==> src/rtl/alert_tone_pattern_generator_defines.svh <==
// assertion helpers for the rtl files, included by atpg_core
`ifndef ALERT_TONE_PATTERN_GENERATOR_DEFINES_SVH
`define ALERT_TONE_PATTERN_GENERATOR_DEFINES_SVH

// same-cycle implication, checked outside reset
`define ATPG_ASSERT_IMP(label, ante, cons) \
    label: assert property (@(posedge i_clk) disable iff (!i_rst_n) (ante) |-> (cons)) \
        else $error("atpg check failed");

// next-cycle implication, checked outside reset
`define ATPG_ASSERT_NXT(label, ante, cons) \
    label: assert property (@(posedge i_clk) disable iff (!i_rst_n) (ante) |=> (cons)) \
        else $error("atpg check failed");

`endif

==> src/rtl/atpg_pkg.sv <==
package atpg_pkg;

    localparam int unsigned REG_W   = 16;
    localparam int unsigned CFG_IDX_W = 3;

    typedef enum logic [1:0] {
        ALERT_SAFE   = 2'd0,
        ALERT_WARN   = 2'd1,
        ALERT_DANGER = 2'd2,
        ALERT_ERROR  = 2'd3
    } t_alert;

    typedef enum logic [1:0] {
        STEP_ON1   = 2'd0,
        STEP_GAP   = 2'd1,
        STEP_ON2   = 2'd2,
        STEP_PAUSE = 2'd3
    } t_beep_step;

    typedef enum logic [CFG_IDX_W-1:0] {
        CFG_WARN_HALF   = 3'd0,
        CFG_DANGER_HALF = 3'd1,
        CFG_ERROR_HALF  = 3'd2,
        CFG_BEEP_ON     = 3'd3,
        CFG_BEEP_GAP    = 3'd4,
        CFG_BEEP_PAUSE  = 3'd5
    } t_cfg_idx;

    localparam logic [REG_W-1:0] RST_WARN_HALF   = 16'd2;
    localparam logic [REG_W-1:0] RST_DANGER_HALF = 16'd1;
    localparam logic [REG_W-1:0] RST_ERROR_HALF  = 16'd1;
    localparam logic [REG_W-1:0] RST_BEEP_ON     = 16'd800;
    localparam logic [REG_W-1:0] RST_BEEP_GAP    = 16'd1200;
    localparam logic [REG_W-1:0] RST_BEEP_PAUSE  = 16'd6000;

    typedef struct packed {
        logic [REG_W-1:0] warn_half_period;
        logic [REG_W-1:0] danger_half_period;
        logic [REG_W-1:0] error_half_period;
        logic [REG_W-1:0] beep_on_ticks;
        logic [REG_W-1:0] beep_gap_ticks;
        logic [REG_W-1:0] beep_pause_ticks;
    } t_atpg_cfg;

    typedef struct packed {
        logic       func;
        logic [1:0] alert_level;
    } t_atpg_in_word;

    typedef struct packed {
        logic       buzzer_level;
        logic [1:0] beep_phase;
    } t_atpg_out_word;

    typedef struct packed {
        logic             tone_enable;
        logic             pattern_mode;
        logic [REG_W-1:0] half_period;
        logic [REG_W-1:0] tone_count;
        logic [REG_W-1:0] phase_count;
        t_beep_step       beep_step;
        logic             pin_level;
        t_alert           current_alert;
    } t_atpg_state;

endpackage

==> src/rtl/atpg_if.sv <==
// input word channel
interface atpg_in_if;
    logic       valid;
    logic       ready;
    logic       func;
    logic [1:0] alert_level;

    modport source (output valid, output func, output alert_level, input ready);
    modport sink   (input valid, input func, input alert_level, output ready);
endinterface

// result word channel
interface atpg_out_if;
    logic       valid;
    logic       ready;
    logic       buzzer_level;
    logic [1:0] beep_phase;

    modport source (output valid, output buzzer_level, output beep_phase, input ready);
    modport sink   (input valid, input buzzer_level, input beep_phase, output ready);
endinterface

==> src/rtl/atpg_cfg_regs.sv <==
module atpg_cfg_regs
    import atpg_pkg::*;
(
    input  logic                 i_clk,
    input  logic                 i_rst_n,
    input  logic                 i_cfg_we,
    input  logic [CFG_IDX_W-1:0] i_cfg_idx,
    input  logic [REG_W-1:0]     i_cfg_data,
    output t_atpg_cfg            o_cfg
);

    t_atpg_cfg r_cfg;
    t_atpg_cfg n_cfg;

    always_comb begin
        n_cfg = r_cfg;
        if (i_cfg_we) begin
            case (t_cfg_idx'(i_cfg_idx))
                CFG_WARN_HALF:   n_cfg.warn_half_period   = i_cfg_data;
                CFG_DANGER_HALF: n_cfg.danger_half_period = i_cfg_data;
                CFG_ERROR_HALF:  n_cfg.error_half_period  = i_cfg_data;
                CFG_BEEP_ON:     n_cfg.beep_on_ticks      = i_cfg_data;
                CFG_BEEP_GAP:    n_cfg.beep_gap_ticks     = i_cfg_data;
                CFG_BEEP_PAUSE:  n_cfg.beep_pause_ticks   = i_cfg_data;
                default:         n_cfg = r_cfg;
            endcase
        end
    end

    always_ff @(posedge i_clk) begin
        if (!i_rst_n) begin
            r_cfg.warn_half_period   <= RST_WARN_HALF;
            r_cfg.danger_half_period <= RST_DANGER_HALF;
            r_cfg.error_half_period  <= RST_ERROR_HALF;
            r_cfg.beep_on_ticks      <= RST_BEEP_ON;
            r_cfg.beep_gap_ticks     <= RST_BEEP_GAP;
            r_cfg.beep_pause_ticks   <= RST_BEEP_PAUSE;
        end else begin
            r_cfg <= n_cfg;
        end
    end

    assign o_cfg = r_cfg;

endmodule

==> src/rtl/atpg_core.sv <==
`include "alert_tone_pattern_generator_defines.svh"

module atpg_core
    import atpg_pkg::*;
(
    input  logic           i_clk,
    input  logic           i_rst_n,
    input  logic           i_fire,
    input  t_atpg_in_word  i_word,
    input  t_atpg_cfg      i_cfg,
    output t_atpg_out_word o_result
);

    t_atpg_state r_state;
    t_atpg_state n_state;

    logic [REG_W-1:0] phase_inc;
    logic [REG_W-1:0] tone_base;
    logic [REG_W-1:0] tone_inc;
    logic             pin_base;
    logic             on_end;
    logic             tone_run;

    assign phase_inc = r_state.phase_count + 16'd1;

    // next state for one word
    always_comb begin
        n_state  = r_state;
        on_end   = 1'b0;
        tone_run = 1'b0;
        tone_base = r_state.tone_count;
        tone_inc  = '0;
        pin_base  = r_state.pin_level;
        if (i_word.func) begin
            n_state.current_alert = t_alert'(i_word.alert_level);
            case (t_alert'(i_word.alert_level))
                ALERT_SAFE: begin
                    n_state.tone_enable  = 1'b0;
                    n_state.pattern_mode = 1'b0;
                    n_state.pin_level    = 1'b0;
                end
                ALERT_WARN: begin
                    n_state.tone_enable  = 1'b1;
                    n_state.pattern_mode = 1'b1;
                    n_state.half_period  = i_cfg.warn_half_period;
                    n_state.phase_count  = '0;
                    n_state.beep_step    = STEP_ON1;
                end
                ALERT_DANGER: begin
                    n_state.tone_enable  = 1'b1;
                    n_state.pattern_mode = 1'b0;
                    n_state.half_period  = i_cfg.danger_half_period;
                end
                default: begin
                    n_state.tone_enable  = 1'b1;
                    n_state.pattern_mode = 1'b1;
                    n_state.half_period  = i_cfg.error_half_period;
                    n_state.phase_count  = '0;
                    n_state.beep_step    = STEP_ON1;
                end
            endcase
        end else if (!r_state.tone_enable || (r_state.half_period == '0)) begin
            n_state.tone_count = '0;
        end else begin
            tone_run = 1'b1;
            if (r_state.pattern_mode && (r_state.current_alert == ALERT_WARN)) begin
                n_state.phase_count = phase_inc;
                case (r_state.beep_step)
                    STEP_ON1: begin
                        if (phase_inc >= i_cfg.beep_on_ticks) begin
                            on_end            = 1'b1;
                            n_state.beep_step = STEP_GAP;
                        end
                    end
                    STEP_GAP: begin
                        tone_run = 1'b0;
                        if (phase_inc >= i_cfg.beep_gap_ticks) begin
                            n_state.beep_step   = STEP_ON2;
                            n_state.phase_count = '0;
                        end
                    end
                    STEP_ON2: begin
                        if (phase_inc >= i_cfg.beep_on_ticks) begin
                            on_end            = 1'b1;
                            n_state.beep_step = STEP_PAUSE;
                        end
                    end
                    default: begin
                        tone_run = 1'b0;
                        if (phase_inc >= i_cfg.beep_pause_ticks) begin
                            n_state.beep_step   = STEP_ON1;
                            n_state.phase_count = '0;
                        end
                    end
                endcase
            end
            // leaving an on step restarts the tone from a low pin
            if (on_end) begin
                n_state.phase_count = '0;
                tone_base = '0;
                pin_base  = 1'b0;
            end
            tone_inc = tone_base + 16'd1;
            if (tone_run) begin
                if (tone_inc >= r_state.half_period) begin
                    n_state.tone_count = '0;
                    n_state.pin_level  = ~pin_base;
                end else begin
                    n_state.tone_count = tone_inc;
                    n_state.pin_level  = pin_base;
                end
            end
        end
    end

    // result fields follow the updated state
    always_comb begin
        o_result.buzzer_level = n_state.pin_level;
        o_result.beep_phase   = n_state.beep_step;
    end

    always_ff @(posedge i_clk) begin
        if (!i_rst_n) begin
            r_state.tone_enable   <= 1'b0;
            r_state.pattern_mode  <= 1'b0;
            r_state.half_period   <= '0;
            r_state.tone_count    <= '0;
            r_state.phase_count   <= '0;
            r_state.beep_step     <= STEP_ON1;
            r_state.pin_level     <= 1'b0;
            r_state.current_alert <= ALERT_SAFE;
        end else if (i_fire) begin
            r_state <= n_state;
        end
    end

    `ATPG_ASSERT_IMP(a_silent_pin_low, !r_state.tone_enable, !r_state.pin_level)
    `ATPG_ASSERT_IMP(a_safe_disables, r_state.current_alert == ALERT_SAFE, !r_state.tone_enable)
    `ATPG_ASSERT_NXT(a_no_pattern_step_hold,
        i_fire && !i_word.func && !r_state.pattern_mode, $stable(r_state.beep_step))
    `ATPG_ASSERT_NXT(a_quiet_step_pin_hold,
        i_fire && !i_word.func && (r_state.current_alert == ALERT_WARN) &&
        ((r_state.beep_step == STEP_GAP) || (r_state.beep_step == STEP_PAUSE)),
        $stable(r_state.pin_level))

endmodule

==> src/rtl/alert_tone_pattern_generator.sv <==
// channel   dir  word fields                         handshake
// i_in      in   func[0], alert_level[1:0]           valid/ready
// o_out     out  buzzer_level[0], beep_phase[1:0]    valid/ready
// i_cfg_*   in   index[2:0], data[15:0]              write enable, no wait
//
// path: a word accepted into the input register is worked on by the core
// combinationally and written to the result register when it moves on
// throughput: one word per cycle while the result register is not stalled, set by the single state update in the core
// reset: synchronous, active low; alert level safe, pin low, counters clear,
// config registers at their defaults
// stalls: the input register takes a word when it is empty or its word moves
// on; a word moves on when the result register is empty or its result is taken
module alert_tone_pattern_generator
    import atpg_pkg::*;
(
    input  logic                 i_clk,
    input  logic                 i_rst_n,
    atpg_in_if.sink              i_in,
    atpg_out_if.source           o_out,
    input  logic                 i_cfg_we,
    input  logic [CFG_IDX_W-1:0] i_cfg_idx,
    input  logic [REG_W-1:0]     i_cfg_data
);

    t_atpg_cfg      cfg;
    t_atpg_out_word core_result;

    // input register
    logic           r_in_valid;
    logic           n_in_valid;
    t_atpg_in_word  r_in_word;

    // result register
    logic           r_out_valid;
    logic           n_out_valid;
    t_atpg_out_word r_out_word;

    logic           advance;
    logic           in_take;

    // the core moves a word whenever the input register holds one and the result register is free or frees up
    assign advance = r_in_valid && (!r_out_valid || o_out.ready);
    assign i_in.ready = !r_in_valid || advance;
    assign in_take = i_in.valid && i_in.ready;

    always_comb begin
        n_in_valid = r_in_valid;
        if (in_take) begin
            n_in_valid = 1'b1;
        end else if (advance) begin
            n_in_valid = 1'b0;
        end
    end

    always_comb begin
        n_out_valid = r_out_valid;
        if (advance) begin
            n_out_valid = 1'b1;
        end else if (o_out.ready) begin
            n_out_valid = 1'b0;
        end
    end

    always_ff @(posedge i_clk) begin
        if (!i_rst_n) begin
            r_in_valid  <= 1'b0;
            r_out_valid <= 1'b0;
        end else begin
            r_in_valid  <= n_in_valid;
            r_out_valid <= n_out_valid;
        end
    end

    // payload registers
    always_ff @(posedge i_clk) begin
        if (in_take) begin
            r_in_word.func        <= i_in.func;
            r_in_word.alert_level <= i_in.alert_level;
        end
        if (advance) begin
            r_out_word <= core_result;
        end
    end

    atpg_cfg_regs u_cfg_regs (
        .i_clk      (i_clk),
        .i_rst_n    (i_rst_n),
        .i_cfg_we   (i_cfg_we),
        .i_cfg_idx  (i_cfg_idx),
        .i_cfg_data (i_cfg_data),
        .o_cfg      (cfg)
    );

    atpg_core u_core (
        .i_clk    (i_clk),
        .i_rst_n  (i_rst_n),
        .i_fire   (advance),
        .i_word   (r_in_word),
        .i_cfg    (cfg),
        .o_result (core_result)
    );

    assign o_out.valid        = r_out_valid;
    assign o_out.buzzer_level = r_out_word.buzzer_level;
    assign o_out.beep_phase   = r_out_word.beep_phase;

endmodule
==> src/flat_wrapper.sv <==
// flat-port wrapper written by rule: the top's interface ports become plain ports
module alert_tone_pattern_generator_flat import atpg_pkg::*;
  (i_clk, i_rst_n, i_cfg_we, i_cfg_idx, i_cfg_data, i_in_valid, i_in_func, i_in_alert_level, i_in_ready, o_out_valid, o_out_buzzer_level, o_out_beep_phase, o_out_ready);
  atpg_in_if i_in_i ();
  atpg_out_if o_out_i ();
  input  logic i_clk;
  input  logic i_rst_n;
  input  logic i_cfg_we;
  input  logic [CFG_IDX_W-1:0] i_cfg_idx;
  input  logic [REG_W-1:0] i_cfg_data;
  input wire logic [$bits(i_in_i.valid)-1:0] i_in_valid;
  input wire logic [$bits(i_in_i.func)-1:0] i_in_func;
  input wire logic [$bits(i_in_i.alert_level)-1:0] i_in_alert_level;
  output wire logic [$bits(i_in_i.ready)-1:0] i_in_ready;
  output wire logic [$bits(o_out_i.valid)-1:0] o_out_valid;
  output wire logic [$bits(o_out_i.buzzer_level)-1:0] o_out_buzzer_level;
  output wire logic [$bits(o_out_i.beep_phase)-1:0] o_out_beep_phase;
  input wire logic [$bits(o_out_i.ready)-1:0] o_out_ready;
  assign i_in_i.valid = i_in_valid;
  assign i_in_i.func = i_in_func;
  assign i_in_i.alert_level = i_in_alert_level;
  assign i_in_ready = i_in_i.ready;
  assign o_out_valid = o_out_i.valid;
  assign o_out_buzzer_level = o_out_i.buzzer_level;
  assign o_out_beep_phase = o_out_i.beep_phase;
  assign o_out_i.ready = o_out_ready;
  alert_tone_pattern_generator u_core (.i_clk(i_clk), .i_rst_n(i_rst_n), .i_in(i_in_i), .o_out(o_out_i), .i_cfg_we(i_cfg_we), .i_cfg_idx(i_cfg_idx), .i_cfg_data(i_cfg_data));
endmodule
==> config.mk <==
export PLATFORM = sky130hd
export DESIGN_NAME = alert_tone_pattern_generator_flat
export DESIGN_NICKNAME = d
export VERILOG_FILES = /design/src/rtl/atpg_pkg.sv /design/src/rtl/atpg_if.sv /design/src/rtl/atpg_cfg_regs.sv /design/src/rtl/atpg_core.sv /design/src/rtl/alert_tone_pattern_generator.sv /design/src/flat_wrapper.sv
export VERILOG_INCLUDE_DIRS = /design/src /design/src/rtl
export SDC_FILE = /design/constraint.sdc
export NUM_CORES = 1
export LEC_CHECK = 0
export BUFFER_PORTS_ARGS = -buffer_cell sky130_fd_sc_hd__buf_2
export CAP_MARGIN = 20
export CORE_MARGIN = 2
export CORE_UTILIZATION = 50
export CTS_BUF_LIST = sky130_fd_sc_hd__clkbuf_2 sky130_fd_sc_hd__clkbuf_4 sky130_fd_sc_hd__clkbuf_8
export CTS_CLUSTER_DIAMETER = 100
export DETAILED_ROUTE_END_ITERATION = 12
export PLACE_DENSITY = 0.64
export SETUP_SLACK_MARGIN = 0.5
export SLEW_MARGIN = 20
export SYNTH_ARGS = -nofsm -noshare
export SYNTH_HDL_FRONTEND = slang
export SYNTH_SLANG_ARGS = --single-unit
==> constraint.sdc <==
create_clock -name i_clk -period 8.96 [get_ports i_clk]
set_input_delay 1.792 -clock i_clk [delete_from_list [all_inputs] [get_ports i_clk]]
set_output_delay 1.792 -clock i_clk [all_outputs]
set_load 0.01 [all_outputs]
* Word-level counts from Yosys, hierarchy flattened *
Index checks and enable logic that the tools add are counted.

word-level totals
  bits of input ports = 27
  output and inout port bits = 5
  register bits = 159
  word-level logic and storage cells = 108

cells by class
  add/subtract/negate cells = 2
  bitwise operators = 3
  multiplexer cells = 38
  reductions and logical operators = 29
  order comparisons = 4
  equality and inequality tests = 12

operator list
  kind                   number
  $mux 16                7
  $mux 18                4
  $ge 16x16->1           4
  $pmux 16 s3            1
  $mux 19                2
  $add 16x1->16 const B  2
  $pmux 16 s2            1
  $mux 1                 19
  $logic_not 16->1       1
  $reduce_and 2->1       7
  $eq 2x1->1 const B     3
  $eq 3x2->1 const B     2
  $eq 3x3->1 const B     2
  $pmux 2 s3             1
  $reduce_and 3->1       2
  $reduce_bool 2->1      3
  $eq 2x2->1 const B     2
  $logic_not 2->1        2
  $mux 2                 2
  $pmux 2 s2             1
  $reduce_and 4->1       1
  $reduce_or 2->1        2
  $eq 3x1->1 const B     1
  $logic_and 1x1->1      3
  other kinds (7)        13

* Depth between registers and ports, before layout *
Gate-level depths: netlist of run 1.

  word-level depth = 16
  gate-level depth with buffers = 31
  gate-level depth less buffers = 27

* Cells and area by module *
A second synthesis of run 1 with hierarchy kept.

unflattened totals
  cells, all modules = 1,002
  area total of the unflattened synthesis = 8,740.9 µm²

modules (own cells, without submodules)
  module                        instances  seq. area each (µm²)  area each (µm²)  cells each
  atpg_core                     1          1,101.1               4,804.6          635
  atpg_cfg_regs                 1          1,921.8               3,652.3          352
  alert_tone_pattern_generator  1          220.2                 284.0            15

* Least setup slack after synthesis of run 1 *
No wires, ideal clock.

  kind = register to register
  start point = register u_core.u_core.r_state[5] (netlist bit)
  end point = register u_core.u_core.r_state[32] (netlist bit)
  setup slack = 2.358 ns
  period minus slack after synthesis = 6.602 ns
  library setup time = 0.074 ns
  arrival time = 6.528 ns
  stages on the path, launching flop included = 30
  cells stage by stage = dfxtp_1 and3_1 nand3_1 or4_1 and2_1 or2_2 ha_1 a21oi_1 o21ai_0 a221oi_1 o41a_1 nor3_1 clkbuf_1 clkbuf_1 nor2_1 ha_1 and3_1 clkbuf_1 nand2_1 or3_1 xor2_1 nor2_1 ha_1 and4_1 a2111o_1 a211oi_1 o311a_1 buf_4 o21ai_0 a31oi_1

between the ends
  cells in the longest elaborated chain, start to end = 15

RTL lines
  element                 RTL line                          RTL
  from (decl)             atpg_core.sv:14                   t_atpg_state r_state;
  from (signal assigned)  atpg_core.sv:133                  r_state <= n_state;
  $add 16x1->16 *         atpg_core.sv:24                   assign phase_inc = r_state.phase_count + 16'd1;
  $ge 16x16->1 *          atpg_core.sv:70, atpg_core.sv:83
  $mux 1 *                atpg_core.sv:70, atpg_core.sv:83
  $mux 1 *                -
  $mux 1 *                atpg_core.sv:66                   if (r_state.pattern_mode && (r_state.current_alert == ALERT_WARN)) begin
  $mux 1 *                atpg_core.sv:62                   end else if (!r_state.tone_enable || (r_state.half_period == '0)) begin
  $mux 1 *                atpg_core.sv:34                   if (i_word.func) begin
  $mux 16 *               atpg_core.sv:98                   if (on_end) begin
  $mux 16 *               atpg_core.sv:62
  $mux 16 *               atpg_core.sv:34
  $add 16x1->16 *         atpg_core.sv:103                  tone_inc = tone_base + 16'd1;
  $ge 16x16->1            atpg_core.sv:105                  if (tone_inc >= r_state.half_period) begin
  $mux 16 *               atpg_core.sv:105
  $mux 16 *               atpg_core.sv:104                  if (tone_run) begin
  $mux 16 *               atpg_core.sv:62

Every way passes the cells marked *; elsewhere a longest branch is shown, timed or not. The select of a mux whose other input is x is not followed.
A chain may end at the register's enable or synchronous reset.

* Worst setup path in the final report of run 1 *
Ends and elaborated chain as after synthesis.

==> run summary, run 1 <==
### Outcome
- finished clean — outcome

### Final layout
- 7.72% — P&R area growth vs syn
- 1331 — non-filler instance count after layout
- 0 — antenna fix cells
- 8.19% — fraction of layout instances using a drive strength above 1
- 55.3% — final core utilization
- 1195 — Total Nets Final

### Setup path
- 7.61 ns — Crit path arrival time
- flip-flop — critical path endpoint category
- flip-flop to flip-flop — category of the most critical setup path
- 9.36 ns — Critical Path RT
- or4_1 — cell with the largest stage delay on the worst path
- 0.62 ns — delay of the slowest cell on the worst path
- 22 — worst-path maximum fanout
- flip-flop — kind of start point of the critical path

### Die
- 32 — number of placed I/O pins
- 47 — standard-cell row count
- 134 µm — Horiz. Die Dim
- 51.3% — Initial Utilization
- 134 µm — die outline height
- 0.0181 mm² — area enclosed by the die boundary
- 0.0166 mm² — core region area

### CTS
- 159 — Num Clock Sinks
- 0.47 ns — Clock Latency Late Sink
- 4 — Max H-tree Level
- 2 — CTS max path bufs
- 17 — number of buffers created by CTS
- 0 — Post-CTS Repair Setup Buffers
- done — CTS tree
- 0 — Gates resized, CTS repair
- 0 — hold-fix buffers at CTS
- clkbuf_8 — buffer cell driving the clock tree root
- 0.10 ns — Clock Pin Slew Worst Setup and Hold Paths

### STA
- 0.969 ns — Tightest Pin Transition
- 1.75 ns — post-route setup slack
- 0 — final hold vios
- 80.5% — share of the cycle needed by the critical path after routing
- 35.4% — Max-slew headroom
- false — unrepaired setup endpoints after global routing
- 0.0211 ns — Max Clock Skew
- 0 — number of slew-limit violations in the final report
- 0 ns — Setup TNS Final
- 7.21 ns — post-layout min period
- 0 — setup violators final
- 139 MHz — timing-limited maximum frequency

### Placed design
- 0.870 — Routability Congestion
- 15000 µm — DP Wirelength
- 1.81 ns — worst setup timing slack at the placement stage
- 31 — count of buffers inserted at the top-level ports
- 1299 — placed cell count

### Route
- 16.2 µm — routed len/inst
- 21500 µm — Detailed Route WL
- 5.57 — vias per cell
- 445 — Detailed Route Iter0 Violations
- 4 — router iterations before antenna repair
- 0 — final antenna-violating net count
- 0 — count of unresolved DRC violations after routing
- 7408 — DR vias

### GRT
- 24.6% — gr usage total
- 0 — initial antenna violation count
- 6723 — via count of the first global-routing pass
- 0 — total global routing overflow
- 35200 µm — wire length of the first global-routing pass
- 87 — pin count of the biggest net entering global routing

### Synth
- dfxtp_1 — main flop type after synthesis
- nand2_1 — count leader, synth
- 36.0% — Synth top area share
- 1196 — nets in the synthesized netlist
- 0 — total number of yosys warnings
- 1099 — number of cells produced by synthesis
- 159 — number of synthesized register bits
- 0.00851 mm² — synthesized area
- dfxtp_1 — library cell with the largest summed area after synthesis
- 61 — number of unique standard cell types used by synthesis
- dfxtp_1, nand2_1, ha_1, a21oi_1, nor2_1 — top area cells in the synthesized netlist
- 6 — number of flops mapped to enable cells by yosys
- nand2_1, dfxtp_1, a21oi_1 — ranking of synthesized cells by instance count
- 7.74 µm² — average size of a mapped cell
- 38.1% — portion of the post-synthesis area used by sequential elements
- 0% — FFs w/ async S/R, synth

### Power
- 151 mW/mm² — power per cell area
- 0.000104 V — worst vdd rail ir drop
- 3.60 nW — leakage power

### Job
- 0 — max_cap viols

### Worst hold path
- flip-flop to flip-flop — Hold WC Path Type

[path summary, 6_finish.rpt]
path | start | end | slack (ns) | cells past startpoint
worst min register to register | u_core.u_cfg_regs.o_cfg[39] | u_core.u_cfg_regs.o_cfg[39] | 0.46 | 2
worst max-delay path | u_core.u_core.r_state[5] | u_core.u_core.r_state[32] | 1.75 | 28
worst max register to register | u_core.u_core.r_state[5] | u_core.u_core.r_state[32] | 1.75 | 28
worst min-delay path | u_core.u_cfg_regs.o_cfg[39] | u_core.u_cfg_regs.o_cfg[39] | 0.46 | 2
[cell families after synthesis]
family,count (synthesis),synth area share (%)
AOI/OAI and AO/OA,270,20.2
xor gates and xnor gates,18,1.85
adders and majority gates,70,10.3
buffers and inverters,135,6.12
DFF,159,38.1
muxes,3,0.353
and+or+nand+nor,444,23.1
[placed cells by master, fill, tap and decap left out, types with 17 or more instances in the layout]
cell / n
nand2_1: 234
dfxtp_1: 153
a21oi_1: 133
nor2_1: 79
inv_1: 76
ha_1: 69
buf_2: 31
nand3_1: 28
a211oi_1: 24
o211ai_1: 21
o21ai_0: 18
clkbuf_8: 18
a22oi_1: 17
[metrics by stage]
| stage | hold slack (ns) | power [mW] | cell area (µm²) |
|---|---|---|---|
| after floorplan | 0.436 | 0.819 | 8510 |
| after CTS | 0.460 | 1.39 | 9160 |
| after global routing | 0.475 | 1.44 | 9170 |
| after detailed placement | 0.447 | 0.857 | 8770 |
| final | 0.459 | 1.38 | 9170 |
| after global placement | 0.442 | 0.856 | 8770 |
[state kept, by name, indices dropped and copies added, names as in the netlist]
signal and cells:
u_core.u_cfg_regs.o_cfg 96, u_core.u_core.r_state 55, u_core.r_in_word 3, u_core.o_out.beep_phase 2, u_core.o_out.buzzer_level 1, u_core.o_out.valid 1
u_core.r_in_valid 1
[area by class of cell]
cell class,count,area (µm²)
tap,220,275
clock buffer,18,248
multi-input combinational,805,4750
sequential,159,3240
fill,1642,7420
inverter,77,290
timing repair buffer,38,208
clock inverter,14,149
[report_power, final]
group | switching, mW | total [mW] | leakage (nW) | internal [mW]
Sequential | 0.00818 | 0.734 | 1.30 | 0.725
Clock | 0.303 | 0.540 | 0.205 | 0.238
Combinational | 0.0741 | 0.107 | 2.10 | 0.0332
[critical path: cells and delay by family, from the launching register on]
kind,cells,cell delay (ns)
compound gates,10,2.49
simple gates,12,2.63
xor+xnor,1,0.17
flops,1,0.47
buf+inv,2,0.44
fa+ha+maj,3,0.91
[per-layer routing]
layer	vias up	track usage, %	routed length [µm]
met5	-	0	0
met4	0	5.91	281
met3	21	4.35	1080
met2	175	38.7	9820
met1	3416	35.2	10300
li1	3796	-	-
(Power assumes the default switching activity.)
==> run 2, diff against run 1 <==
==> constraint.sdc (replaced) <==
create_clock -name i_clk -period 7.07 [get_ports i_clk]
set_input_delay 1.414 -clock i_clk [delete_from_list [all_inputs] [get_ports i_clk]]
set_output_delay 1.414 -clock i_clk [all_outputs]
set_load 0.01 [all_outputs]
==> run 2 against run 1 <==
  * Total power grew 30%
  * Register-to-register slack lost 0.99 ns
  * Flip-flop and latch count is the same
  * Combinational power grew 28%
  * Die area is the same
  * Clock power grew 34%
  * Critical endpoint is now u_core.o_out.buzzer_level
  * Utilization grew 1.0 points
==> run summary, run 2 (synthesized netlist as in run 1, its figures left out) <==
### Outcome
- finished clean — outcome

### CTS
- 17 — number of buffers created by CTS
- 159 — Num Clock Sinks
- 2 — CTS max path bufs
- 0.09 ns — Clock Pin Slew Worst Setup and Hold Paths
- done — CTS tree
- clkbuf_8 — buffer cell driving the clock tree root
- 0 — hold-fix buffers at CTS
- 4 — Max H-tree Level
- 0.48 ns — Clock Latency Late Sink

### Final layout
- nand2_1 — most frequent standard cell in the layout excluding fill and tap cells
- 96 — flip-flop count of the largest register, all copies and words added
- 1594 — fillcell total
- 10.3% — fraction of layout instances using a drive strength above 1
- 56.3% — final core utilization
- 9.70% — P&R area growth vs syn
- 0 — antenna fix cells
- 1340 — non-filler instance count after layout
- 1204 — Total Nets Final
- 0.00934 mm² — post-route cell area
- nand2_1, dfxtp_1, a21oi_1, nor2_1, inv_1 — leading cell types in the layout, fill and taps excluded

### Setup path
- u_core.u_core.r_state[9] — origin of the critical flop-to-flop path
- or4_4 — cell with the largest stage delay on the worst path
- 26 — Reg2Reg Depth
- 5 — worst-path maximum fanout
- nand4_1 — cell mode on critical path
- 0.58 ns — delay of the slowest cell on the worst path
- 1 — sum of buffers and inverters on the critical path
- 6.52 ns — Crit path arrival time
- flip-flop — critical path endpoint category
- u_core.o_out.buzzer_level — reg2reg end
- simple AND/OR/NAND/NOR gates — Crit path max-delay family
- flip-flop — kind of start point of the critical path
- 7.29 ns — Critical Path RT
- flip-flop to flip-flop — category of the most critical setup path
- 0.76 ns — worst-case register-to-register setup slack

### GRT
- 25.1% — gr usage total
- 0 — total global routing overflow
- 6802 — via count of the first global-routing pass
- 35500 µm — wire length of the first global-routing pass
- 0 — initial antenna violation count
- 102 — pin count of the biggest net entering global routing

### Die
- 51.3% — Initial Utilization
- 134 µm — Horiz. Die Dim
- 47 — standard-cell row count
- 0.0166 mm² — core region area
- 0.0181 mm² — area enclosed by the die boundary
- 32 — number of placed I/O pins
- 134 µm — die outline height

### Power
- 192 mW/mm² — power per cell area
- 0.000170 V — worst vdd rail ir drop
- 1.79 mW — Power, Total
- 3.69 nW — leakage power

### STA
- 89.2% — share of the cycle needed by the critical path after routing
- 25.6% — Max-slew headroom
- 0 — number of slew-limit violations in the final report
- 0 — final hold vios
- 1.12 ns — Tightest Pin Transition
- false — unrepaired setup endpoints after global routing
- 0 — setup violators final
- 0 ns — Setup TNS Final
- 6.31 ns — post-layout min period
- 0.763 ns — post-route setup slack
- 0.0158 ns — Max Clock Skew
- 159 MHz — timing-limited maximum frequency
- 0.458 ns — Worst Hold Slack

### Route
- 5 — router iterations before antenna repair
- 22100 µm — Detailed Route WL
- 7464 — DR vias
- 5.57 — vias per cell
- 16.5 µm — routed len/inst
- 0 — final antenna-violating net count
- 0 — count of unresolved DRC violations after routing
- 521 — Detailed Route Iter0 Violations

### Worst hold path
- u_core.u_cfg_regs.o_cfg[27] — worst hold path startpoint
- 2 — cell depth of the worst hold path
- u_core.u_cfg_regs.o_cfg[27] — end point of the most critical hold path
- flip-flop to flip-flop — Hold WC Path Type

### Placed design
- 0.254 ns — worst setup timing slack at the placement stage
- 31 — count of buffers inserted at the top-level ports
- 0.00881 mm² — placed cell areas
- 0.877 — Routability Congestion
- 15100 µm — DP Wirelength
- 1304 — placed cell count

### Job
- 0 — max_cap viols

run 2: changes by cell type in the layout (fill, tap and decap cells not counted), sizes merged:
cell | before | now
clkinvlp | 0 | 1
buf | 38 | 47
bufinv | 1 | 2
clkinv | 7 | 4
inv | 83 | 84
run 2: cell type report:
type                            count  area, µm²  area share, %
Multi-Input combinational cell    805       4830           51.8
Clock inverter                     14        168           1.80
Tap cell                          220        275           2.95
Clock buffer                       18        248           2.65
Inverter                           77        290           3.11
Sequential cell                   159       3250           34.8
Timing Repair Buffer               47        275           2.95
run 2: power by group:
part           internal [mW]  switching, mW  total, mW
sequential             0.919         0.0107      0.930
combinational         0.0424         0.0948      0.137
clock                  0.336          0.386      0.721
run 2: metal layers:
metal	GRT usage, %	part of all wire, %	vias up
met4	5.96	1.0	0
li1	-	-	3808
met5	0	0	-
met3	5.71	5.2	18
met2	39.6	46	177
met1	35.0	48	3461
run 2: tightest hold or removal path, stage by stage (launching register included):
cell     delay [ns]
dfxtp_1        0.31
nand2_1        0.05
a21oi_1        0.05
run 2: how the worst max path moves through the flow:
stage	depth (start not counted)	slack [ns]	start	to
floorplan	28	0.56	u_core.u_core.r_state[5]	u_core.u_core.r_state[25]
global placement	26	0.39	u_core.u_core.r_state[9]	u_core.u_core.r_state[32]
detailed placement	26	0.25	u_core.u_core.r_state[9]	u_core.u_core.r_state[32]
CTS	25	0.52	u_core.u_core.r_state[9]	u_core.u_core.r_state[24]
global route	26	0.45	u_core.u_core.r_state[9]	u_core.u_core.r_state[24]
finish	26	0.76	u_core.u_core.r_state[9]	u_core.o_out.buzzer_level
run 2: what timing repair did:
| item | CTS | global route |
|---|---|---|
| endpoints found under the hold margin | 0 | 0 |
| setup buffers | 1 | 3 |
| cloned | 0 | 0 |
| gates resized for setup | 6 | 13 |
| pin swaps | 0 | 3 |
| endpoints found under the setup margin | 11 | 18 |
